--- src/rtl/core/i2cram_pkg.sv ---
// ----------------------------------------------------------------------------
// I2C register access master: shared package
// Field widths, configuration defaults, register indexes, command codes and
// the sequencer phase codes.
// ----------------------------------------------------------------------------
package i2cram_pkg;

  localparam int unsigned ModeW     = 2;
  localparam int unsigned ByteW     = 8;
  localparam int unsigned DevAddrW  = 7;
  localparam int unsigned QuantumW  = 16;
  localparam int unsigned TimeoutW  = 8;
  localparam int unsigned CfgIdxW   = 2;
  localparam int unsigned CfgDataW  = 16;
  localparam int unsigned SubStepW  = 3;
  localparam int unsigned BitCountW = 4;

  localparam logic [DevAddrW-1:0] DevAddrReset = 7'd117;
  localparam logic [QuantumW-1:0] QuantumReset = 16'd144;
  localparam logic [TimeoutW-1:0] TimeoutReset = 8'd5;

  typedef enum logic [CfgIdxW-1:0] {
    CFG_DEVICE_ADDRESS = 2'd0,
    CFG_QUANTUM_TICKS  = 2'd1,
    CFG_ACK_TIMEOUT    = 2'd2
  } cfg_idx_e;

  typedef enum logic [ModeW-1:0] {
    MODE_NONE  = 2'd0,
    MODE_WRITE = 2'd1,
    MODE_READ  = 2'd2
  } mode_e;

  typedef enum logic [14:0] {
    PH_IDLE      = 15'h0001,
    PH_START_A   = 15'h0002,
    PH_SEND_DEVW = 15'h0004,
    PH_ACK_DEVW  = 15'h0008,
    PH_SEND_REG  = 15'h0010,
    PH_ACK_REG   = 15'h0020,
    PH_SEND_DATA = 15'h0040,
    PH_ACK_DATA  = 15'h0080,
    PH_START_B   = 15'h0100,
    PH_SEND_DEVR = 15'h0200,
    PH_ACK_DEVR  = 15'h0400,
    PH_RECV      = 15'h0800,
    PH_NACK      = 15'h1000,
    PH_STOP      = 15'h2000,
    PH_STOP_ERR  = 15'h4000
  } phase_e;

endpackage

--- src/rtl/core/i2cram_in_if.sv ---
// ----------------------------------------------------------------------------
// I2C register access master: input channel
// One item per bus tick: an optional command and the sampled data line.
// ----------------------------------------------------------------------------
interface i2cram_in_if;

  logic                             valid;
  logic                             ready;
  logic [i2cram_pkg::ModeW-1:0]     mode;
  logic [i2cram_pkg::ByteW-1:0]     register_address;
  logic [i2cram_pkg::ByteW-1:0]     write_value;
  logic                             sda_sample;

  modport source (
    output valid, mode, register_address, write_value, sda_sample,
    input  ready
  );

  modport sink (
    input  valid, mode, register_address, write_value, sda_sample,
    output ready
  );

endinterface

--- src/rtl/core/i2cram_out_if.sv ---
// ----------------------------------------------------------------------------
// I2C register access master: result channel
// One item per bus tick: line levels, transaction status and read data.
// ----------------------------------------------------------------------------
interface i2cram_out_if;

  logic                             valid;
  logic                             ready;
  logic                             scl_level;
  logic                             sda_level;
  logic                             sda_drive_enable;
  logic                             busy_res;
  logic                             done_res;
  logic [i2cram_pkg::ByteW-1:0]     read_value;
  logic                             no_ack;

  modport source (
    output valid, scl_level, sda_level, sda_drive_enable, busy_res, done_res,
           read_value, no_ack,
    input  ready
  );

  modport sink (
    input  valid, scl_level, sda_level, sda_drive_enable, busy_res, done_res,
           read_value, no_ack,
    output ready
  );

endinterface

--- src/rtl/core/i2c_register_access_master.sv ---
// ----------------------------------------------------------------------------
// I2C register access master
// Each accepted item advances the bus sequencer by one tick; its result item
// appears in the output register on the next cycle.
// Throughput is one item per cycle; the output register lets a new item in
// whenever the previous result is taken or the register is empty.
// Line changes are paced by the quantum counter, one sequencer step per quantum.
// Reset: sequencer idle, clock and data high and driven, defaults loaded.
// ----------------------------------------------------------------------------
module i2c_register_access_master (
  input  logic                                clk_i,
  input  logic                                rst_ni,
  input  logic                                cfg_we_i,
  input  logic [i2cram_pkg::CfgIdxW-1:0]      cfg_index_i,
  input  logic [i2cram_pkg::CfgDataW-1:0]     cfg_data_i,
  i2cram_in_if.sink                           in_i,
  i2cram_out_if.source                        out_o
);

  logic [i2cram_pkg::DevAddrW-1:0]  dev_addr_q;
  logic [i2cram_pkg::QuantumW-1:0]  quantum_ticks_q;
  logic [i2cram_pkg::TimeoutW-1:0]  ack_timeout_q;

  i2cram_pkg::phase_e               phase_q, phase_d;
  logic [i2cram_pkg::SubStepW-1:0]  sub_q, sub_d;
  logic [i2cram_pkg::BitCountW-1:0] bit_cnt_q, bit_cnt_d;
  logic [i2cram_pkg::ByteW-1:0]     shift_q, shift_d;
  logic [i2cram_pkg::QuantumW-1:0]  qcnt_q, qcnt_d;
  logic [i2cram_pkg::TimeoutW-1:0]  ack_wait_q, ack_wait_d;
  logic [i2cram_pkg::ByteW-1:0]     held_reg_q, held_reg_d;
  logic [i2cram_pkg::ByteW-1:0]     held_val_q, held_val_d;
  logic                             held_rd_q, held_rd_d;
  logic                             scl_q, scl_d;
  logic                             sda_q, sda_d;
  logic                             en_q, en_d;
  logic [i2cram_pkg::ByteW-1:0]     last_read_q, last_read_d;

  logic                             done;
  logic                             err;
  logic                             do_enter;
  i2cram_pkg::phase_e               enter_ph;
  logic [i2cram_pkg::QuantumW:0]    cnt_inc;
  logic [i2cram_pkg::QuantumW-1:0]  q_eff;
  logic [i2cram_pkg::BitCountW-1:0] bit_inc;

  logic                             out_valid_q;
  logic                             out_scl_q;
  logic                             out_sda_q;
  logic                             out_en_q;
  logic                             out_busy_q;
  logic                             out_done_q;
  logic [i2cram_pkg::ByteW-1:0]     out_read_q;
  logic                             out_nack_q;

  logic                             in_fire;

  assign in_i.ready = !out_valid_q || out_o.ready;
  assign in_fire    = in_i.valid && in_i.ready;

  always_ff @(posedge clk_i or negedge rst_ni) begin
    if (!rst_ni) begin
      dev_addr_q      <= i2cram_pkg::DevAddrReset;
      quantum_ticks_q <= i2cram_pkg::QuantumReset;
      ack_timeout_q   <= i2cram_pkg::TimeoutReset;
    end else if (cfg_we_i) begin
      case (cfg_index_i)
        i2cram_pkg::CFG_DEVICE_ADDRESS: begin
          dev_addr_q <= cfg_data_i[i2cram_pkg::DevAddrW-1:0];
        end
        i2cram_pkg::CFG_QUANTUM_TICKS: begin
          quantum_ticks_q <= cfg_data_i[i2cram_pkg::QuantumW-1:0];
        end
        i2cram_pkg::CFG_ACK_TIMEOUT: begin
          ack_timeout_q <= cfg_data_i[i2cram_pkg::TimeoutW-1:0];
        end
        default: begin
        end
      endcase
    end
  end

  always_comb begin
    phase_d     = phase_q;
    sub_d       = sub_q;
    bit_cnt_d   = bit_cnt_q;
    shift_d     = shift_q;
    qcnt_d      = qcnt_q;
    ack_wait_d  = ack_wait_q;
    held_reg_d  = held_reg_q;
    held_val_d  = held_val_q;
    held_rd_d   = held_rd_q;
    scl_d       = scl_q;
    sda_d       = sda_q;
    en_d        = en_q;
    last_read_d = last_read_q;
    done        = 1'b0;
    err         = 1'b0;
    do_enter    = 1'b0;
    enter_ph    = i2cram_pkg::PH_IDLE;
    cnt_inc     = {1'b0, qcnt_q} + 17'd1;
    q_eff       = (quantum_ticks_q == '0) ? 16'd1 : quantum_ticks_q;
    bit_inc     = bit_cnt_q + 4'd1;

    if (phase_q == i2cram_pkg::PH_IDLE) begin
      if (in_i.mode inside {i2cram_pkg::MODE_WRITE, i2cram_pkg::MODE_READ}) begin
        held_reg_d = in_i.register_address;
        held_val_d = in_i.write_value;
        held_rd_d  = (in_i.mode == i2cram_pkg::MODE_READ);
        qcnt_d     = '0;
        do_enter   = 1'b1;
        enter_ph   = i2cram_pkg::PH_START_A;
      end
    end else if (cnt_inc >= {1'b0, q_eff}) begin
      qcnt_d = '0;
      case (phase_q)
        i2cram_pkg::PH_START_A, i2cram_pkg::PH_START_B: begin
          if (sub_q >= 3'd4) begin
            do_enter = 1'b1;
            enter_ph = (phase_q == i2cram_pkg::PH_START_A) ? i2cram_pkg::PH_SEND_DEVW
                                                           : i2cram_pkg::PH_SEND_DEVR;
          end else begin
            sub_d = sub_q + 3'd1;
            case (sub_q)
              3'd0:    sda_d = 1'b1;
              3'd1:    scl_d = 1'b1;
              3'd2:    sda_d = 1'b0;
              default: scl_d = 1'b0;
            endcase
          end
        end
        i2cram_pkg::PH_SEND_DEVW, i2cram_pkg::PH_SEND_REG,
        i2cram_pkg::PH_SEND_DATA, i2cram_pkg::PH_SEND_DEVR: begin
          case (sub_q)
            3'd0: begin
              sda_d = shift_q[i2cram_pkg::ByteW-1];
              sub_d = 3'd1;
            end
            3'd1: sub_d = 3'd2;
            3'd2: begin
              scl_d = 1'b1;
              sub_d = 3'd3;
            end
            3'd3: begin
              shift_d   = {shift_q[i2cram_pkg::ByteW-2:0], 1'b0};
              bit_cnt_d = bit_inc;
              scl_d     = 1'b0;
              sub_d     = (bit_inc >= 4'd8) ? 3'd4 : 3'd0;
            end
            default: begin
              do_enter = 1'b1;
              case (phase_q)
                i2cram_pkg::PH_SEND_DEVW: enter_ph = i2cram_pkg::PH_ACK_DEVW;
                i2cram_pkg::PH_SEND_REG:  enter_ph = i2cram_pkg::PH_ACK_REG;
                i2cram_pkg::PH_SEND_DATA: enter_ph = i2cram_pkg::PH_ACK_DATA;
                default:                  enter_ph = i2cram_pkg::PH_ACK_DEVR;
              endcase
            end
          endcase
        end
        i2cram_pkg::PH_ACK_DEVW, i2cram_pkg::PH_ACK_REG,
        i2cram_pkg::PH_ACK_DATA, i2cram_pkg::PH_ACK_DEVR: begin
          case (sub_q)
            3'd0: sub_d = 3'd1;
            3'd1: begin
              scl_d = 1'b1;
              sub_d = 3'd2;
            end
            3'd2, 3'd3: begin
              if (!in_i.sda_sample) begin
                en_d  = 1'b1;
                sda_d = 1'b0;
                sub_d = 3'd4;
              end else if (ack_wait_q >= ack_timeout_q) begin
                sub_d = 3'd5;
              end else begin
                ack_wait_d = ack_wait_q + 8'd1;
                sub_d      = 3'd3;
              end
            end
            3'd4: begin
              do_enter = 1'b1;
              case (phase_q)
                i2cram_pkg::PH_ACK_DEVW: enter_ph = i2cram_pkg::PH_SEND_REG;
                i2cram_pkg::PH_ACK_REG: begin
                  enter_ph = held_rd_q ? i2cram_pkg::PH_START_B : i2cram_pkg::PH_SEND_DATA;
                end
                i2cram_pkg::PH_ACK_DATA: enter_ph = i2cram_pkg::PH_STOP;
                default:                 enter_ph = i2cram_pkg::PH_RECV;
              endcase
            end
            default: begin
              do_enter = 1'b1;
              enter_ph = i2cram_pkg::PH_STOP_ERR;
            end
          endcase
        end
        i2cram_pkg::PH_RECV: begin
          case (sub_q)
            3'd0: sub_d = 3'd1;
            3'd1: begin
              scl_d = 1'b1;
              sub_d = 3'd2;
            end
            3'd2: begin
              shift_d   = {shift_q[i2cram_pkg::ByteW-2:0], in_i.sda_sample};
              bit_cnt_d = bit_inc;
              scl_d     = 1'b0;
              sub_d     = (bit_inc >= 4'd8) ? 3'd3 : 3'd0;
            end
            default: begin
              last_read_d = shift_q;
              do_enter    = 1'b1;
              enter_ph    = i2cram_pkg::PH_NACK;
            end
          endcase
        end
        i2cram_pkg::PH_NACK: begin
          case (sub_q)
            3'd0: begin
              scl_d = 1'b1;
              sub_d = 3'd1;
            end
            3'd1: begin
              scl_d = 1'b0;
              sub_d = 3'd2;
            end
            default: begin
              do_enter = 1'b1;
              enter_ph = i2cram_pkg::PH_STOP;
            end
          endcase
        end
        i2cram_pkg::PH_STOP, i2cram_pkg::PH_STOP_ERR: begin
          case (sub_q)
            3'd0: begin
              sda_d = 1'b0;
              sub_d = 3'd1;
            end
            3'd1: begin
              scl_d = 1'b1;
              sub_d = 3'd2;
            end
            3'd2: begin
              sda_d = 1'b1;
              sub_d = 3'd3;
            end
            default: begin
              done    = 1'b1;
              err     = (phase_q == i2cram_pkg::PH_STOP_ERR);
              phase_d = i2cram_pkg::PH_IDLE;
              sub_d   = '0;
            end
          endcase
        end
        default: begin
          phase_d = i2cram_pkg::PH_IDLE;
          sub_d   = '0;
        end
      endcase
    end else begin
      qcnt_d = cnt_inc[i2cram_pkg::QuantumW-1:0];
    end

    // Entry actions of the phase being entered.
    if (do_enter) begin
      phase_d = enter_ph;
      sub_d   = '0;
      case (enter_ph)
        i2cram_pkg::PH_START_A, i2cram_pkg::PH_START_B,
        i2cram_pkg::PH_STOP, i2cram_pkg::PH_STOP_ERR: begin
          en_d  = 1'b1;
          scl_d = 1'b0;
        end
        i2cram_pkg::PH_SEND_DEVW: begin
          shift_d   = {dev_addr_q, 1'b0};
          bit_cnt_d = '0;
          scl_d     = 1'b0;
        end
        i2cram_pkg::PH_SEND_DEVR: begin
          shift_d   = {dev_addr_q, 1'b1};
          bit_cnt_d = '0;
          scl_d     = 1'b0;
        end
        i2cram_pkg::PH_SEND_REG: begin
          shift_d   = held_reg_q;
          bit_cnt_d = '0;
          scl_d     = 1'b0;
        end
        i2cram_pkg::PH_SEND_DATA: begin
          shift_d   = held_val_q;
          bit_cnt_d = '0;
          scl_d     = 1'b0;
        end
        i2cram_pkg::PH_ACK_DEVW, i2cram_pkg::PH_ACK_REG,
        i2cram_pkg::PH_ACK_DATA, i2cram_pkg::PH_ACK_DEVR: begin
          ack_wait_d = '0;
          en_d       = 1'b0;
        end
        i2cram_pkg::PH_RECV: begin
          bit_cnt_d = '0;
          shift_d   = '0;
          en_d      = 1'b0;
          scl_d     = 1'b0;
        end
        i2cram_pkg::PH_NACK: begin
          en_d  = 1'b1;
          sda_d = 1'b1;
        end
        default: begin
          phase_d = i2cram_pkg::PH_IDLE;
        end
      endcase
    end
  end

  always_ff @(posedge clk_i or negedge rst_ni) begin
    if (!rst_ni) begin
      phase_q     <= i2cram_pkg::PH_IDLE;
      sub_q       <= '0;
      bit_cnt_q   <= '0;
      shift_q     <= '0;
      qcnt_q      <= '0;
      ack_wait_q  <= '0;
      held_reg_q  <= '0;
      held_val_q  <= '0;
      held_rd_q   <= 1'b0;
      scl_q       <= 1'b1;
      sda_q       <= 1'b1;
      en_q        <= 1'b1;
      last_read_q <= '0;
    end else if (in_fire) begin
      phase_q     <= phase_d;
      sub_q       <= sub_d;
      bit_cnt_q   <= bit_cnt_d;
      shift_q     <= shift_d;
      qcnt_q      <= qcnt_d;
      ack_wait_q  <= ack_wait_d;
      held_reg_q  <= held_reg_d;
      held_val_q  <= held_val_d;
      held_rd_q   <= held_rd_d;
      scl_q       <= scl_d;
      sda_q       <= sda_d;
      en_q        <= en_d;
      last_read_q <= last_read_d;
    end
  end

  always_ff @(posedge clk_i or negedge rst_ni) begin
    if (!rst_ni) begin
      out_valid_q <= 1'b0;
    end else if (in_fire) begin
      out_valid_q <= 1'b1;
    end else if (out_o.ready) begin
      out_valid_q <= 1'b0;
    end
  end

  always_ff @(posedge clk_i) begin
    if (in_fire) begin
      out_scl_q  <= scl_d;
      out_sda_q  <= sda_d;
      out_en_q   <= en_d;
      out_busy_q <= (phase_d != i2cram_pkg::PH_IDLE);
      out_done_q <= done;
      out_read_q <= last_read_d;
      out_nack_q <= done && err;
    end
  end

  assign out_o.valid            = out_valid_q;
  assign out_o.scl_level        = out_scl_q;
  assign out_o.sda_level        = out_sda_q;
  assign out_o.sda_drive_enable = out_en_q;
  assign out_o.busy_res         = out_busy_q;
  assign out_o.done_res         = out_done_q;
  assign out_o.read_value       = out_read_q;
  assign out_o.no_ack           = out_nack_q;

endmodule
--- src/flat_wrapper.sv ---
// flat-port wrapper written by rule: the top's interface ports become plain ports
module i2c_register_access_master_flat 
  (clk_i, rst_ni, cfg_we_i, cfg_index_i, cfg_data_i, in_i_valid, in_i_mode, in_i_register_address, in_i_write_value, in_i_sda_sample, in_i_ready, out_o_valid, out_o_scl_level, out_o_sda_level, out_o_sda_drive_enable, out_o_busy_res, out_o_done_res, out_o_read_value, out_o_no_ack, out_o_ready);
  i2cram_in_if in_i_i ();
  i2cram_out_if out_o_i ();
  input  logic clk_i;
  input  logic rst_ni;
  input  logic cfg_we_i;
  input  logic [i2cram_pkg::CfgIdxW-1:0] cfg_index_i;
  input  logic [i2cram_pkg::CfgDataW-1:0] cfg_data_i;
  input wire logic [$bits(in_i_i.valid)-1:0] in_i_valid;
  input wire logic [$bits(in_i_i.mode)-1:0] in_i_mode;
  input wire logic [$bits(in_i_i.register_address)-1:0] in_i_register_address;
  input wire logic [$bits(in_i_i.write_value)-1:0] in_i_write_value;
  input wire logic [$bits(in_i_i.sda_sample)-1:0] in_i_sda_sample;
  output wire logic [$bits(in_i_i.ready)-1:0] in_i_ready;
  output wire logic [$bits(out_o_i.valid)-1:0] out_o_valid;
  output wire logic [$bits(out_o_i.scl_level)-1:0] out_o_scl_level;
  output wire logic [$bits(out_o_i.sda_level)-1:0] out_o_sda_level;
  output wire logic [$bits(out_o_i.sda_drive_enable)-1:0] out_o_sda_drive_enable;
  output wire logic [$bits(out_o_i.busy_res)-1:0] out_o_busy_res;
  output wire logic [$bits(out_o_i.done_res)-1:0] out_o_done_res;
  output wire logic [$bits(out_o_i.read_value)-1:0] out_o_read_value;
  output wire logic [$bits(out_o_i.no_ack)-1:0] out_o_no_ack;
  input wire logic [$bits(out_o_i.ready)-1:0] out_o_ready;
  assign in_i_i.valid = in_i_valid;
  assign in_i_i.mode = in_i_mode;
  assign in_i_i.register_address = in_i_register_address;
  assign in_i_i.write_value = in_i_write_value;
  assign in_i_i.sda_sample = in_i_sda_sample;
  assign in_i_ready = in_i_i.ready;
  assign out_o_valid = out_o_i.valid;
  assign out_o_scl_level = out_o_i.scl_level;
  assign out_o_sda_level = out_o_i.sda_level;
  assign out_o_sda_drive_enable = out_o_i.sda_drive_enable;
  assign out_o_busy_res = out_o_i.busy_res;
  assign out_o_done_res = out_o_i.done_res;
  assign out_o_read_value = out_o_i.read_value;
  assign out_o_no_ack = out_o_i.no_ack;
  assign out_o_i.ready = out_o_ready;
  i2c_register_access_master u_core (.clk_i(clk_i), .rst_ni(rst_ni), .cfg_we_i(cfg_we_i), .cfg_index_i(cfg_index_i), .cfg_data_i(cfg_data_i), .in_i(in_i_i), .out_o(out_o_i));
endmodule
--- config.mk ---
export PLATFORM = sky130hd
export DESIGN_NAME = i2c_register_access_master_flat
export DESIGN_NICKNAME = d
export VERILOG_FILES = /design/src/rtl/core/i2cram_pkg.sv /design/src/rtl/core/i2cram_in_if.sv /design/src/rtl/core/i2cram_out_if.sv /design/src/rtl/core/i2c_register_access_master.sv /design/src/flat_wrapper.sv
export SDC_FILE = /design/constraint.sdc
export NUM_CORES = 1
export LEC_CHECK = 0
export BUFFER_PORTS_ARGS = -buffer_cell sky130_fd_sc_hd__clkbuf_2
export CORE_MARGIN = 2
export CORE_UTILIZATION = 55
export CTS_BUF_LIST = sky130_fd_sc_hd__clkbuf_16
export DETAILED_ROUTE_END_ITERATION = 8
export GPL_TIMING_DRIVEN = 0
export PLACE_DENSITY = 0.76
export RECOVER_POWER = 50
export SLEW_MARGIN = 10
export SYNTH_ARGS = -nofsm -noshare
export SYNTH_HDL_FRONTEND = slang
export SYNTH_SLANG_ARGS = --single-unit
--- constraint.sdc ---
create_clock -name clk_i -period 3.7 [get_ports clk_i]
set_input_delay 0.185 -clock clk_i [delete_from_list [all_inputs] [get_ports clk_i]]
set_output_delay 0.185 -clock clk_i [all_outputs]
set_load 0.02 [all_outputs]
---- Yosys cells after proc, flatten, opt, wreduce, memory -nomap -nowiden ----
Cells that the tools add are included.
operators by class
  order comparisons ....................... 4
  add/subtract/negate cells ............... 4
  equality and inequality tests ........... 45
  reductions and logical operators ........ 34
  muxes and demuxes ....................... 109
operators with widths
  operator                                                                  count
  8-bit two-way mux                                                         17
  15-bit two-way mux                                                        9
  15-bit case mux with 5 select lines                                       1
  16-bit two-way mux                                                        4
  15-bit case mux with 2 select lines                                       2
  15-bit case mux with 3 select lines                                       1
  8-bit case mux with 5 select lines                                        1
  1-bit two-way mux                                                         36
  11-bit case mux with 3 select lines                                       1
  15-bit by 10-bit equality test with 1-bit output (second input constant)  2
  15-bit by 11-bit equality test with 1-bit output (second input constant)  2
  15-bit by 12-bit equality test with 1-bit output (second input constant)  2
  15-bit by 13-bit equality test with 1-bit output (second input constant)  2
  15-bit by 14-bit equality test with 1-bit output (second input constant)  2
  15-bit equality test (second input constant)                              2
  15-bit by 2-bit equality test with 1-bit output (second input constant)   2
  15-bit by 3-bit equality test with 1-bit output (second input constant)   2
  15-bit by 4-bit equality test with 1-bit output (second input constant)   2
  15-bit by 5-bit equality test with 1-bit output (second input constant)   2
  15-bit by 6-bit equality test with 1-bit output (second input constant)   2
  15-bit by 7-bit equality test with 1-bit output (second input constant)   2
  15-bit by 8-bit equality test with 1-bit output (second input constant)   2
  15-bit by 9-bit equality test with 1-bit output (second input constant)   2
  4-bit two-way mux                                                         6
  57 further kinds                                                          90
word-level totals
  word-level logic and storage cells ...... 220
  flip-flop bits (word level) ............. 128

---- Logic depth before layout (Yosys ltp) ----
Gate-level depths: netlist of run 1.
  depth after elaboration ................. 11
  mapped depth ............................ 18

---- Least setup slack after synthesis of run 1 ----
Ideal clock, no wire load.
  path kind ............................... reg2reg
  start point ............................. reg u_core.qcnt_q[2] in the netlist's numbering
  end point ............................... reg u_core.out_read_q (netlist bit u_core.out_o.read_value[5]) (data pin)
  cell stages (with the launch flop) ...... 16
  buffers on the path ..................... 2
  path slack .............................. -0.066 ns
  data required time ...................... 3.437 ns
  arrival time ............................ 3.503 ns
  library setup time ...................... 0.263 ns
  period minus slack after synthesis ...... 3.766 ns
  cell sequence ........................... dfrtp_1 and4_1 and2_1 and3_1 and3_1 xor2_1 ha_1 nand3_1 nor3_1 nand4_1 and4_1 clkbuf_1 and2_1 clkbuf_1 nor3_2 mux2_2
on the way
  cells in the longest elaborated chain, start to end .. 4
ends and longest elaborated chain
  item                                              line                               source
  start: declaration                                i2c_register_access_master.sv:28   logic [i2cram_pkg::QuantumW-1:0] qcnt_q, qcnt_d;
  start signal: assignment                          i2c_register_access_master.sv:336  qcnt_q <= qcnt_d;
  16-bit by 1-bit adder with 17-bit output          i2c_register_access_master.sv:100  cnt_inc = {1'b0, qcnt_q} + 17'd1;
  17-bit by 16-bit >= comparator with 1-bit output  i2c_register_access_master.sv:113  end else if (cnt_inc >= {1'b0, q_eff}) begin
  8-bit two-way mux                                 i2c_register_access_master.sv:113
  8-bit two-way mux                                 i2c_register_access_master.sv:104  if (phase_q == i2cram_pkg::PH_IDLE) begin
  net u_core.last_read_d (one bit)                  i2c_register_access_master.sv:36   logic [i2cram_pkg::ByteW-1:0] last_read_q, last_read_d;
  end signal: assignment                            i2c_register_access_master.sv:365  out_read_q <= last_read_d;
  end: declaration                                  i2c_register_access_master.sv:52   logic [i2cram_pkg::ByteW-1:0] out_read_q;
The timed path passes the listed nets, and every way through them passes these cells.
A chain may end at the register's enable or synchronous reset.

---- Final worst setup path of run 1 ----
  start point ............................. reg u_core.qcnt_q[3] in the netlist's numbering
  end point ............................... reg u_core.sda_q
on the way
  cells in the longest elaborated chain, start to end .. 7
  elaborated cells between the ends (all ways) .. 11
ends and longest elaborated chain
  item                                                  line                               source
  16-bit by 1-bit adder with 17-bit output (*)          i2c_register_access_master.sv:100
  17-bit by 16-bit >= comparator with 1-bit output (*)  i2c_register_access_master.sv:113
  15-bit two-way mux                                    i2c_register_access_master.sv:113
  15-bit two-way mux                                    i2c_register_access_master.sv:104
  15-bit by 13-bit equality test with 1-bit output      i2c_register_access_master.sv:268  case (enter_ph)
  1-bit two-way mux                                     i2c_register_access_master.sv:268
  1-bit two-way mux (*)                                 i2c_register_access_master.sv:265  if (do_enter) begin
  net u_core.sda_d                                      i2c_register_access_master.sv:34   logic sda_q, sda_d;
  end signal: assignment                                i2c_register_access_master.sv:328  sda_q <= 1'b1;
  end signal: assignment                                i2c_register_access_master.sv:342  sda_q <= sda_d;
  end: declaration                                      i2c_register_access_master.sv:34
Mark *: on every way through the listed nets, which the timed path passes. The rest lies on a longest branch.

==> metrics, run 1 <==
Synth Instances 759; Core Region 13700 µm²; slowest CP cell dfrtp_1; WS Path Type flip-flop to flip-flop; violated checks max-capacitance violations, max-slew violations; die area 14900 µm²; Post-synth top flop dfrtp_1; HPWL after detailed placement 15400 µm; final worst-path cycle share 0.984; # rows 43; I/O pin cnt 58; Clock Sinks 128; Cells after DPL 997; synth warn 0; number of global-route vias before repair 6619; Final Non-Filler Cells 1059; clock buffer count from CTS 17; Total Routing Usage GR 0.305; largest net degree at the start of global routing 105; H-tree levels 4; clock power share 0.357; Avg WL per Cell 20.8 µm; nature of the critical path endpoint flip-flop; antenna violations before repair 0; synthesized cell area 7640 µm²; Detailed Route Iter0 Violations 737; Post-synth EDFFs 14; final setup fails 0; Least-Margin Pin Slew 2280 ps; post-synthesis register bit count 128; internal cell power 3.27 mW; sw frac 0.329; net count after synthesis 834; Final Max Tran Viols 105; pwr dens 526 nW/µm²; CP max stage delay 370 ps; first-pass GRT wire length 34700 µm; drt drc 0; P_leak 3.98 nW; Sw Pwr 1.60 mW; total wire length 22100 µm; worst setup margin 58.7 ps; RSZ-0062 raised after global routing yes; Via density 6.28; initial core utilization 0.557; Top cell by count, worst path buf_4; CTS tree yes; pre-CTS setup slack -707 ps; crit path cell chain and4_4 > and2_1 > and3_4 > and3_1 > xor2_2 > ha_4 > nand3_2 > nor3_4 > buf_4 > o31ai_4 > buf_4 > a21oi_4 > buf_12 > nand2_1 > o21a_1 > or3_1 > mux2_2; RePlAce Congestion 0.974; Die Ht 122 µm; Die Wd 122 µm; syn avg cell area 10.1 µm²; min cycle time layout 3640 ps; FF+latch area 3290 µm²; clk_skew 11.8 ps; worst hold-check path type primary input to flip-flop; status finished, violations left; Setup crit start kind flip-flop; Port Buffers 57; Via Count 6648; Clock transition at path regs 60 ps; fillers 1014; Final ANT Viol Nets 0; Critical Path RT 4050 ps; worst skew pair latency 420 ps; CP arrival 3990 ps; Distinct cells, synth 77; asr flop ratio synth 0.891; ratio of cells with drive above 1 in the final layout 0.284; Longest Clk Path Bufs 2; Multi-input gate area 4270 µm²; sequential share of the synthesized area 0.430; Comb pwr share 0.262; Peak VDD IR 0.000449 V; fmax 275 MHz; number of antenna diodes 0; worst-path fanout max 8; share of power burned in registers 0.381; drt first pass iters 6; final hold vios 0; GRT overflow 0; max cap viols 1; synthesis-to-finish area growth 21.1%; Root Buffer clkbuf_16; Slew headroom -0.522; # nets final 941
[per-stage QoR]
stage | area [µm²] | power, mW | hold slack, ps | TNS, ps | util
CTS | 9140 | 4.82 | 0.177 | 0 | 0.666
global route | 9260 | 5.09 | 0.287 | -646 | 0.675
floorplan | 7650 | 2.67 | -111 | 0 | -
global placement | 8160 | 2.97 | 394 | -28010 | 0.595
finish | 9260 | 4.87 | 2.96 | 0 | 0.675
detailed placement | 8200 | 3.03 | 42.2 | -36820 | 0.598
[cell usage after synthesis (3+ instances only)]
library cell	n	share of area
nor4_2	3	0.0049
xnor2_1	17	0.019
nor2b_1	10	0.0082
a21oi_1	34	0.022
nand3_1	23	0.015
o21a_1	3	0.0029
nor2_1	73	0.036
mux2_2	58	0.085
dfrtp_1	101	0.33
inv_1	30	0.015
a32o_1	3	0.0039
nand3b_1	6	0.0059
and2_1	7	0.0057
buf_6	6	0.0088
nor3_2	5	0.0066
a31oi_1	4	0.0033
o21ai_0	22	0.014
a21o_1	9	0.0088
buf_2	8	0.0052
o22a_1	5	0.0057
o31ai_1	8	0.0079
a222oi_1	3	0.0039
a211oi_1	5	0.0049
ha_1	33	0.054
o22ai_1	4	0.0033
and4_1	6	0.0069
xor2_1	8	0.0092
or3_1	8	0.0066
edfxtp_1	14	0.055
and3_1	8	0.0066
nand2b_1	6	0.0049
nand2_1	65	0.032
nor3_1	23	0.015
a22o_1	22	0.025
o21ai_1	7	0.0046
clkbuf_1	18	0.0088
or4_4	5	0.0074
a22oi_1	10	0.0098
nor4_1	13	0.011
nor4b_1	3	0.0034
nor4_4	3	0.0084
dfstp_2	13	0.045
nand4_1	8	0.0066
[state kept, by name (all words and copies together), names as in the netlist, 3 cells and up]
| name | cells |
|---|---|
| u_core.qcnt_q | 16 |
| u_core.quantum_ticks_q | 16 |
| u_core.phase_q | 15 |
| u_core.ack_timeout_q | 8 |
| u_core.ack_wait_q | 8 |
| u_core.held_reg_q | 8 |
| u_core.held_val_q | 8 |
| u_core.last_read_q | 8 |
| u_core.out_o.read_value | 8 |
| u_core.shift_q | 8 |
| u_core.dev_addr_q | 7 |
| u_core.bit_cnt_q | 4 |
| u_core.sub_q | 3 |
[cells in the final DEF, fill, tap and decap left out, types with 6 or more instances in the layout]
cell / netlist / final
buf_4: 0 / 19
nand2b_1: 6 / 6
buf_2: 8 / 7
a21oi_1: 34 / 31
o21ai_0: 22 / 21
and2_1: 7 / 6
nor3_1: 23 / 20
or3_1: 8 / 8
clkbuf_16: 0 / 17
clkbuf_1: 18 / 23
o21ai_1: 7 / 7
inv_1: 30 / 30
mux2_2: 58 / 58
nand3b_1: 6 / 6
ha_1: 33 / 31
buf_6: 6 / 7
a22o_1: 22 / 22
dfstp_2: 13 / 10
nand3_1: 23 / 22
nand4_1: 8 / 8
o31ai_1: 8 / 7
nor4_1: 13 / 12
edfxtp_1: 14 / 14
a22oi_1: 10 / 10
clkbuf_2: 1 / 51
xor2_1: 8 / 6
nor2_1: 73 / 68
nand2_1: 65 / 62
xnor2_1: 17 / 15
a21o_1: 9 / 8
dfrtp_1: 101 / 101
nor2b_1: 10 / 10
dlygate4sd3_1: 0 / 12
[worst paths after layout]
kind / slack [ps] / cells past startpoint / startpoint / end
hold reg to reg: 480 / 1 / u_core.bit_cnt_q[2] / u_core.bit_cnt_q[2]
min in group asynchronous: 340 / 2 / rst_ni / u_core.phase_q[10]
setup reg to reg: 60 / 17 / u_core.qcnt_q[3] / u_core.sda_q
max in group asynchronous: 640 / 3 / rst_ni / u_core.shift_q[6]
setup / recovery: 60 / 17 / u_core.qcnt_q[3] / u_core.sda_q
hold / removal: 3 / 2 / cfg_data_i[12] / u_core.quantum_ticks_q[12]
[worst max-delay path, delay by kind of cell, from the launching register on]
family / cells / cell delay [ps]
and+or+nand+nor: 8 / 1590
buffers and inverters: 3 / 470
AOI/OAI and AO/OA: 3 / 410
DFF: 1 / 370
muxes: 1 / 270
xor gates and xnor gates: 1 / 260
adders and majority gates: 1 / 190
[final cells by class]
type	instances	area share
Buffer	32	0.0200
Clock buffer	17	0.0460
Clock inverter	15	0.0197
Inverter	31	0.0126
Multi-Input combinational cell	567	0.462
Sequential cell	128	0.355
Tap cell	180	0.0243
Timing Repair Buffer	89	0.0602
[routing by layer]
metal,global-route usage,vias up,part of all wire
met2,0.489,272,0.48
met3,0.0524,52,0.056
li1,-,3029,-
met1,0.409,3295,0.43
met5,0,-,0
met4,0.132,0,0.032
[cells by family (layout without fill, tap and decap cells)]
family | after synthesis | after routing | synth area share
XOR/XNOR | 25 | 25 | 0.0287
multiplexers | 59 | 59 | 0.0868
AND/OR/NAND/NOR | 285 | 286 | 0.204
adder cells (fa/ha/maj) | 33 | 33 | 0.0540
AO/OA/AOI/OAI | 164 | 164 | 0.157
buffers and inverters | 65 | 184 | 0.0393
flip-flops | 128 | 128 | 0.430
[power groups by stage]
stage	logic [mW]	registers, mW	clock network, mW
4_1_cts	1.23	1.85	1.74
6_report	1.28	1.85	1.74
3_3_place_gp	1.10	1.87	0
2_1_floorplan	0.823	1.85	0
3_5_place_dp	1.15	1.88	0
5_1_grt	1.40	1.88	1.80
[timing repair]
action,in CTS,in global routing
pin swaps,6,8
hold buffers,12,0
endpoints found under the setup margin,79,65
cloned,1,0
buffers inserted,11,8
hold endpoints to repair,114,0
resized for setup,28,22
Power figures use the tool's default switching activity.
==> run 2: changes to the inputs <==
--- a/config.mk
+++ b/config.mk
@@ -7,11 +7,11 @@
 export LEC_CHECK = 0
 export BUFFER_PORTS_ARGS = -buffer_cell sky130_fd_sc_hd__clkbuf_2
 export CORE_MARGIN = 2
-export CORE_UTILIZATION = 55
+export CORE_UTILIZATION = 45
 export CTS_BUF_LIST = sky130_fd_sc_hd__clkbuf_16
 export DETAILED_ROUTE_END_ITERATION = 8
-export GPL_TIMING_DRIVEN = 0
-export PLACE_DENSITY = 0.76
+export GPL_TIMING_DRIVEN = 1
+export PLACE_DENSITY = 0.64
 export RECOVER_POWER = 50
 export SLEW_MARGIN = 10
 export SYNTH_ARGS = -nofsm -noshare
==> metrics, run 2 (synthesized netlist as in run 1, its figures left out) <==
status finished, violations left (unchanged); violated checks max-capacitance violations, max-slew violations (unchanged); Top delay family on crit path simple AND/OR/NAND/NOR gates (unchanged); Final TNS setup 0 ps (unchanged); I/O pin cnt 58 (unchanged); CP arrival 3790 ps (was 3990 ps); initial core utilization 0.461 (was 0.557); Die Wd 134 µm (was 122 µm); WS Path Type flip-flop to flip-flop (unchanged); Die Ht 134 µm (was 122 µm); number of antenna diodes 0 (unchanged); total power 4.86 mW (was 4.87 mW); H-tree levels 4 (unchanged); commonest non-fill, non-tap cell in the layout dfrtp_1 (unchanged); Sw Pwr 1.60 mW (about the same); Total Routing Usage GR 0.256 (was 0.305); highest routed layer met4 (unchanged); fmax 276 MHz (was 275 MHz); Critical Path RT 3870 ps (was 4050 ps); share of power burned in registers 0.380 (was 0.381); Worst path depth 14 (was 17); commonest non-fill, non-tap cells in the layout dfrtp_1 (101), nor2_1 (72), nand2_1 (64) (was dfrtp_1 (101), nor2_1 (68), nand2_1 (62)); Core Region 16600 µm² (was 13700 µm²); Port Buffers 57 (unchanged); clock power share 0.349 (was 0.357); clk_skew 10.3 ps (was 11.8 ps); final setup fails 0 (unchanged); CTS tree yes (unchanged); Worst R2R Path Depth 14 (was 17); Root Buffer clkbuf_16 (unchanged); # nets final 963 (was 941); CP max stage delay 570 ps (was 370 ps); worst-path fanout max 5 (was 8); Setup crit start kind flip-flop (unchanged); Via density 5.88 (was 6.28); GRT overflow 0 (unchanged); worst setup margin 73.4 ps (was 58.7 ps); Peak VDD IR 0.000381 V (was 0.000449 V); pwr dens 515 nW/µm² (was 526 nW/µm²); WL met1 9580 µm (was 9540 µm); number of global-route vias before repair 6567 (was 6619); dpl cell area 8510 µm² (was 8200 µm²); slowest CP cell or4_4 (was dfrtp_1); Slew headroom -0.00724 (was -0.522); synthesis-to-finish area growth 23.5% (was 21.1%); drt first pass iters 7 (was 6); FF+latch area 3290 µm² (unchanged); worst hold-check path type primary input to flip-flop (unchanged); first-pass GRT wire length 35400 µm (was 34700 µm); P_leak 4.06 nW (was 3.98 nW); pre-CTS setup slack -109 ps (was -707 ps); drt drc 0 (unchanged); HPWL after detailed placement 16800 µm (was 15400 µm); worst skew pair latency 420 ps (about the same); min cycle time layout 3630 ps (was 3640 ps); Avg WL per Cell 19.9 µm (was 20.8 µm); Design Area, Final 9440 µm² (was 9260 µm²); Via Count 6593 (was 6648); Hold Path Depth 2 (unchanged); Multi-input gate area 4160 µm² (was 4270 µm²); met3 WL 1490 µm (was 1230 µm); RePlAce Congestion 0.927 (was 0.974); Core Util, Final 0.569 (was 0.675); met2 WL 10600 µm (about the same); Detailed Route Iter0 Violations 682 (was 737); Top cell by count, worst path nand3_1 (was buf_4); final worst-path cycle share 0.980 (was 0.984); Final ANT Viol Nets 0 (unchanged); # rows 47 (was 43); Clock Sinks 128 (unchanged); largest net degree at the start of global routing 62 (was 105); Final Max Tran Viols 62 (was 105); Clock transition at path regs 70 ps (was 60 ps); sw frac 0.330 (was 0.329); Comb pwr share 0.271 (was 0.262); max cap viols 1 (unchanged); Cells after DPL 1063 (was 997); biggest regs u_core.qcnt_q (16), u_core.quantum_ticks_q (16), u_core.phase_q (15) (unchanged); clock buffer count from CTS 17 (unchanged); final hold vios 0 (unchanged); ratio of cells with drive above 1 in the final layout 0.281 (was 0.284); Least-Margin Pin Slew 1510 ps (was 2280 ps); nature of the critical path endpoint flip-flop (unchanged); Final Non-Filler Cells 1121 (was 1059); crit path cell chain and3_1 > and4_1 > nand3_1 > xnor2_1 > ha_1 > a21o_1 > a21oi_1 > and4_4 > buf_4 > nand2_1 > and3_4 > or4_4 > nor2_1 > nand3_1 (was and4_4 > and2_1 > and3_4 > and3_1 > xor2_2 > ha_4 > nand3_2 > nor3_4 > buf_4 > o31ai_4 > buf_4 > a21oi_4 > buf_12 > nand2_1 > o21a_1 > or3_1 > mux2_2); Fin Hold WS 10.1 ps (was 2.96 ps); fillers 1439 (was 1014); crit path buf inv count 1 (was 3); die area 18000 µm² (was 14900 µm²); antenna violations before repair 0 (unchanged); Longest Clk Path Bufs 2 (unchanged); internal cell power 3.25 mW (was 3.27 mW); total wire length 22300 µm (was 22100 µm)
-- run 2: cell types whose count changed in the layout (fill, tap and decap cells not counted), sizes merged --
cell,before,now
inv,36,40
nor3,29,28
clkinv,2,3
clkbuf,91,76
bufinv,3,2
dlygate4sd3,12,22
clkinvlp,5,1
buf,35,63
-- run 2: cell type report --
cell class	count	share of cell area
multi-input cells	566	0.441
flip-flops and latches	128	0.349
repair buffers	144	0.105
clock buffers	17	0.0451
well taps	220	0.0292
clock inverters	15	0.0183
inverters	31	0.0123
-- run 2: worst paths after layout --
path,from,endpoint,slack (ps)
max in group asynchronous,rst_ni,u_core.phase_q[14],920
hold reg to reg,u_core.bit_cnt_q[2],u_core.bit_cnt_q[2],470
hold / removal,cfg_data_i[7],u_core.quantum_ticks_q[7],10
min in group asynchronous,rst_ni,u_core.ack_wait_q[5],680
setup / recovery,u_core.qcnt_q[8],u_core.out_o.busy_res,70
setup reg to reg,u_core.qcnt_q[8],u_core.out_o.busy_res,70
-- run 2: metal layers --
metal | GRT usage | vias up
met5 | 0 | -
met1 | 0.341 | 3233
li1 | - | 3059
met2 | 0.417 | 256
met4 | 0.0877 | 0
met3 | 0.0518 | 45
-- run 2: what timing repair did --
item | in CTS | in global routing
endpoints found under the hold margin | 78 | 0
pin swaps | 3 | 5
hold buffers | 22 | 0
resized for setup | 6 | 19
buffers inserted | 1 | 3
setup endpoints to repair | 38 | 46
-- run 2: power groups by stage --
stage / sequential (mW) / combinational (mW) / clock, mW
after global routing: 1.88 / 1.44 / 1.79
after detailed placement: 1.87 / 1.26 / 0
after CTS: 1.84 / 1.28 / 1.73
after floorplan: 1.85 / 0.823 / 0
after global placement: 1.86 / 1.24 / 0
final: 1.84 / 1.32 / 1.70
==> run 3: changes to the inputs <==
--- a/config.mk
+++ b/config.mk
@@ -5,6 +5,7 @@
 export SDC_FILE = /design/constraint.sdc
 export NUM_CORES = 1
 export LEC_CHECK = 0
+export ABC_AREA = 1
 export BUFFER_PORTS_ARGS = -buffer_cell sky130_fd_sc_hd__clkbuf_2
 export CORE_MARGIN = 2
 export CORE_UTILIZATION = 45
==> metrics, run 3 <==
Die Wd 140 µm (was 134 µm); commonest non-fill, non-tap cells in the layout nand2_1 (260), inv_1 (138), nor2_1 (108) (was dfrtp_1 (101), nor2_1 (72), nand2_1 (64)); Total Routing Usage GR 0.241 (was 0.256); # nets final 1342 (was 963); most instantiated cells after synthesis nand2_1 (280), inv_1 (144), nor2_1 (122), dfrtp_1 (101), o21ai_0 (93) (was dfrtp_1 (101), nor2_1 (73), nand2_1 (65), mux2_2 (58), a21oi_1 (34)); highest routed layer met4 (unchanged); H-tree levels 4 (unchanged); initial core utilization 0.461 (about the same); hold path startpoint in_i_register_address[6] (was cfg_data_i[7]); synthesized cell area 8340 µm² (was 7640 µm²); Reg-to-Reg Start u_core.qcnt_q[1] (was u_core.qcnt_q[8]); commonest non-fill, non-tap cell in the layout nand2_1 (was dfrtp_1); Critical Path RT 3870 ps (about the same); largest area contributor in the synthesized netlist dfrtp_1 (unchanged); Clock Sinks 128 (unchanged); synth warn 0 (unchanged); I/O pin cnt 58 (unchanged); Core Util, Final 0.596 (was 0.569); met2 WL 11300 µm (was 10600 µm); drt drc 1 (was 0); ratio of cells with drive above 1 in the final layout 0.253 (was 0.281); Worst R2R Path Depth 23 (was 14); post-synthesis register bit count 128 (unchanged); first-pass GRT wire length 37900 µm (was 35400 µm); Root Buffer clkbuf_16 (unchanged); Detailed Route Iter0 Violations 652 (was 682); syn avg cell area 7.46 µm² (was 10.1 µm²); largest net degree at the start of global routing 72 (was 62); Final Max Tran Viols 71 (was 62); biggest regs u_core.qcnt_q (16), u_core.quantum_ticks_q (16), u_core.phase_q (15) (unchanged); antenna violations before repair 0 (unchanged); fillers 1603 (was 1439); asr flop ratio synth 0.891 (unchanged); status finished, violations left (unchanged); worst-path fanout max 8 (was 5); Clock transition at path regs 70 ps (about the same); count leader, synth nand2_1 (was dfrtp_1); max cap viols 1 (unchanged); CTS tree yes (unchanged); final worst-path cycle share 1.06 (was 0.980); worst hold-check path type primary input to flip-flop (unchanged); HPWL after detailed placement 16600 µm (was 16800 µm); Area contributors post-synth dfrtp_1 (30%), nand2_1 (13%), inv_1 (6.5%), o21ai_0 (5.6%), nor2_1 (5.5%) (was dfrtp_1 (33%), mux2_2 (8.5%), edfxtp_1 (5.5%), ha_1 (5.4%), dfstp_2 (4.5%)); synthesis-to-finish area growth 29.2% (was 23.5%); Core Region 18100 µm² (was 16600 µm²); Synth Instances 1118 (was 759); GRT overflow 0 (unchanged); # rows 49 (was 47); sequential share of the synthesized area 0.394 (was 0.430); net count after synthesis 1193 (was 834); Final ANT Viol Nets 0 (unchanged); worst setup margin -237 ps (was 73.4 ps); Distinct cells, synth 61 (was 77); met3 WL 1430 µm (was 1490 µm); RePlAce Congestion 0.960 (was 0.927); Longest Clk Path Bufs 2 (unchanged); Port Buffers 57 (unchanged); clock buffer count from CTS 17 (unchanged); pwr dens 523 nW/µm² (was 515 nW/µm²); Via density 5.29 (was 5.88); Design Area, Final 10800 µm² (was 9440 µm²); Peak VDD IR 0.000317 V (was 0.000381 V); WL met1 10600 µm (was 9580 µm); total wire length 24000 µm (was 22300 µm); Hold Path Depth 3 (was 2); Die Ht 140 µm (was 134 µm); share of the synthesized area in the top cell type 0.303 (was 0.331); fmax 254 MHz (was 276 MHz); RSZ-0062 raised after global routing yes; number of global-route vias before repair 7602 (was 6567); Least-Margin Pin Slew 1950 ps (was 1510 ps); dpl cell area 9260 µm² (was 8510 µm²); Via Count 7990 (was 6593); number of antenna diodes 0 (unchanged); Avg WL per Cell 15.9 µm (was 19.9 µm); worst skew pair latency 440 ps (was 420 ps); final setup fails 43 (was 0); CP startpoint u_core.qcnt_q[1] (was u_core.qcnt_q[8]); Setup crit start kind flip-flop (unchanged); Post-synth top flop dfrtp_1 (unchanged); final hold vios 2 (was 0); Slew headroom -0.302 (was -0.00724); nature of the critical path endpoint flip-flop (unchanged); Fin Hold WS -3.31 ps (was 10.1 ps); Final Non-Filler Cells 1509 (was 1121); Cells after DPL 1432 (was 1063); WS Path Type flip-flop to flip-flop (unchanged); clk_skew 12.1 ps (was 10.3 ps); violated checks design-rule violations, negative hold slack, max-capacitance violations, max-slew violations, negative setup slack (was max-capacitance violations, max-slew violations); min cycle time layout 3940 ps (was 3630 ps); P_leak 5.34 nW (was 4.06 nW); die area 19600 µm² (was 18000 µm²); CP arrival 4100 ps (was 3790 ps); total power 5.63 mW (was 4.86 mW); Post-synth EDFFs 14 (unchanged); pre-CTS setup slack -260 ps (was -109 ps); drt first pass iters 7 (unchanged)
run 3: logic make-up after synthesis:
logic type	share of synthesized area
compound gates	0.132
xor+xnor	0.0210
fa+ha+maj	0.0495
buf+inv	0.0903
flops	0.394
mux	0.00270
simple gates	0.310
run 3: path summary, 6_finish.rpt:
path                       slack, ps                            end
max                             -240  u_core.out_o.sda_drive_enable
min                               -3           u_core.held_reg_q[6]
max reg2reg                     -240  u_core.out_o.sda_drive_enable
min reg2reg                      480                    u_core.en_q
max in group asynchronous       1720           u_core.held_reg_q[5]
min in group asynchronous        850              u_core.phase_q[9]
run 3: worst max-delay path: stages, from the launching register on:
cell and delay [ps]:
dfrtp_1 370, inv_2 70, nor3_4 200, inv_2 60, nor3_4 150, nand3_2 130, nor3_4 200, nand3_2 120
nor3_2 160, xor2_1 220, inv_1 110, ha_4 250, a21oi_1 150, o21ai_1 90, nor2_2 160, nand3_4 170
buf_4 190, o21ai_4 90, nand3_2 140, nor2_4 190, nand2_4 120, buf_12 170, nand2_4 60, o211ai_2 90
run 3: area by class of cell:
cell class,instances,area (µm²),share of cell area
well taps,229,287,0.0266
multi-input cells,807,4750,0.441
flip-flops and latches,128,3290,0.305
repair buffers,155,1230,0.114
clock buffers,17,425,0.0395
repair inverters,1,6.26,0.000581
clock inverters,15,161,0.0150
inverters,157,622,0.0577
run 3: metal layers:
layer,up-vias,GRT usage
met5,-,0
met4,0,0.102
met3,53,0.0403
met2,266,0.385
met1,3732,0.326
li1,3939,-
run 3: timing repair:
item                                   4_1_cts  5_1_grt
gates cloned                                 4        3
hold buffers                                 9        0
setup buffers                               15       16
pin swaps                                   14       26
resized for setup                           31      110
endpoints found under the hold margin       76        0
setup endpoints to repair                   41       78
run 3: power breakdown:
group / leakage, nW / switching (mW) / internal [mW]
combinational: 3.54 / 1.30 / 0.734
clock: 0.283 / 0.751 / 0.957
sequential: 1.52 / 0.228 / 1.66
total: 5.34 / 2.27 / 3.36
run 3: stage by stage:
step	TNS (ps)	hold slack, ps
after floorplan	0	-111
final	-4610	-3.31
after CTS	-421	0.107
after detailed placement	-2920	405
after global routing	-22530	1.66
after global placement	-404	405
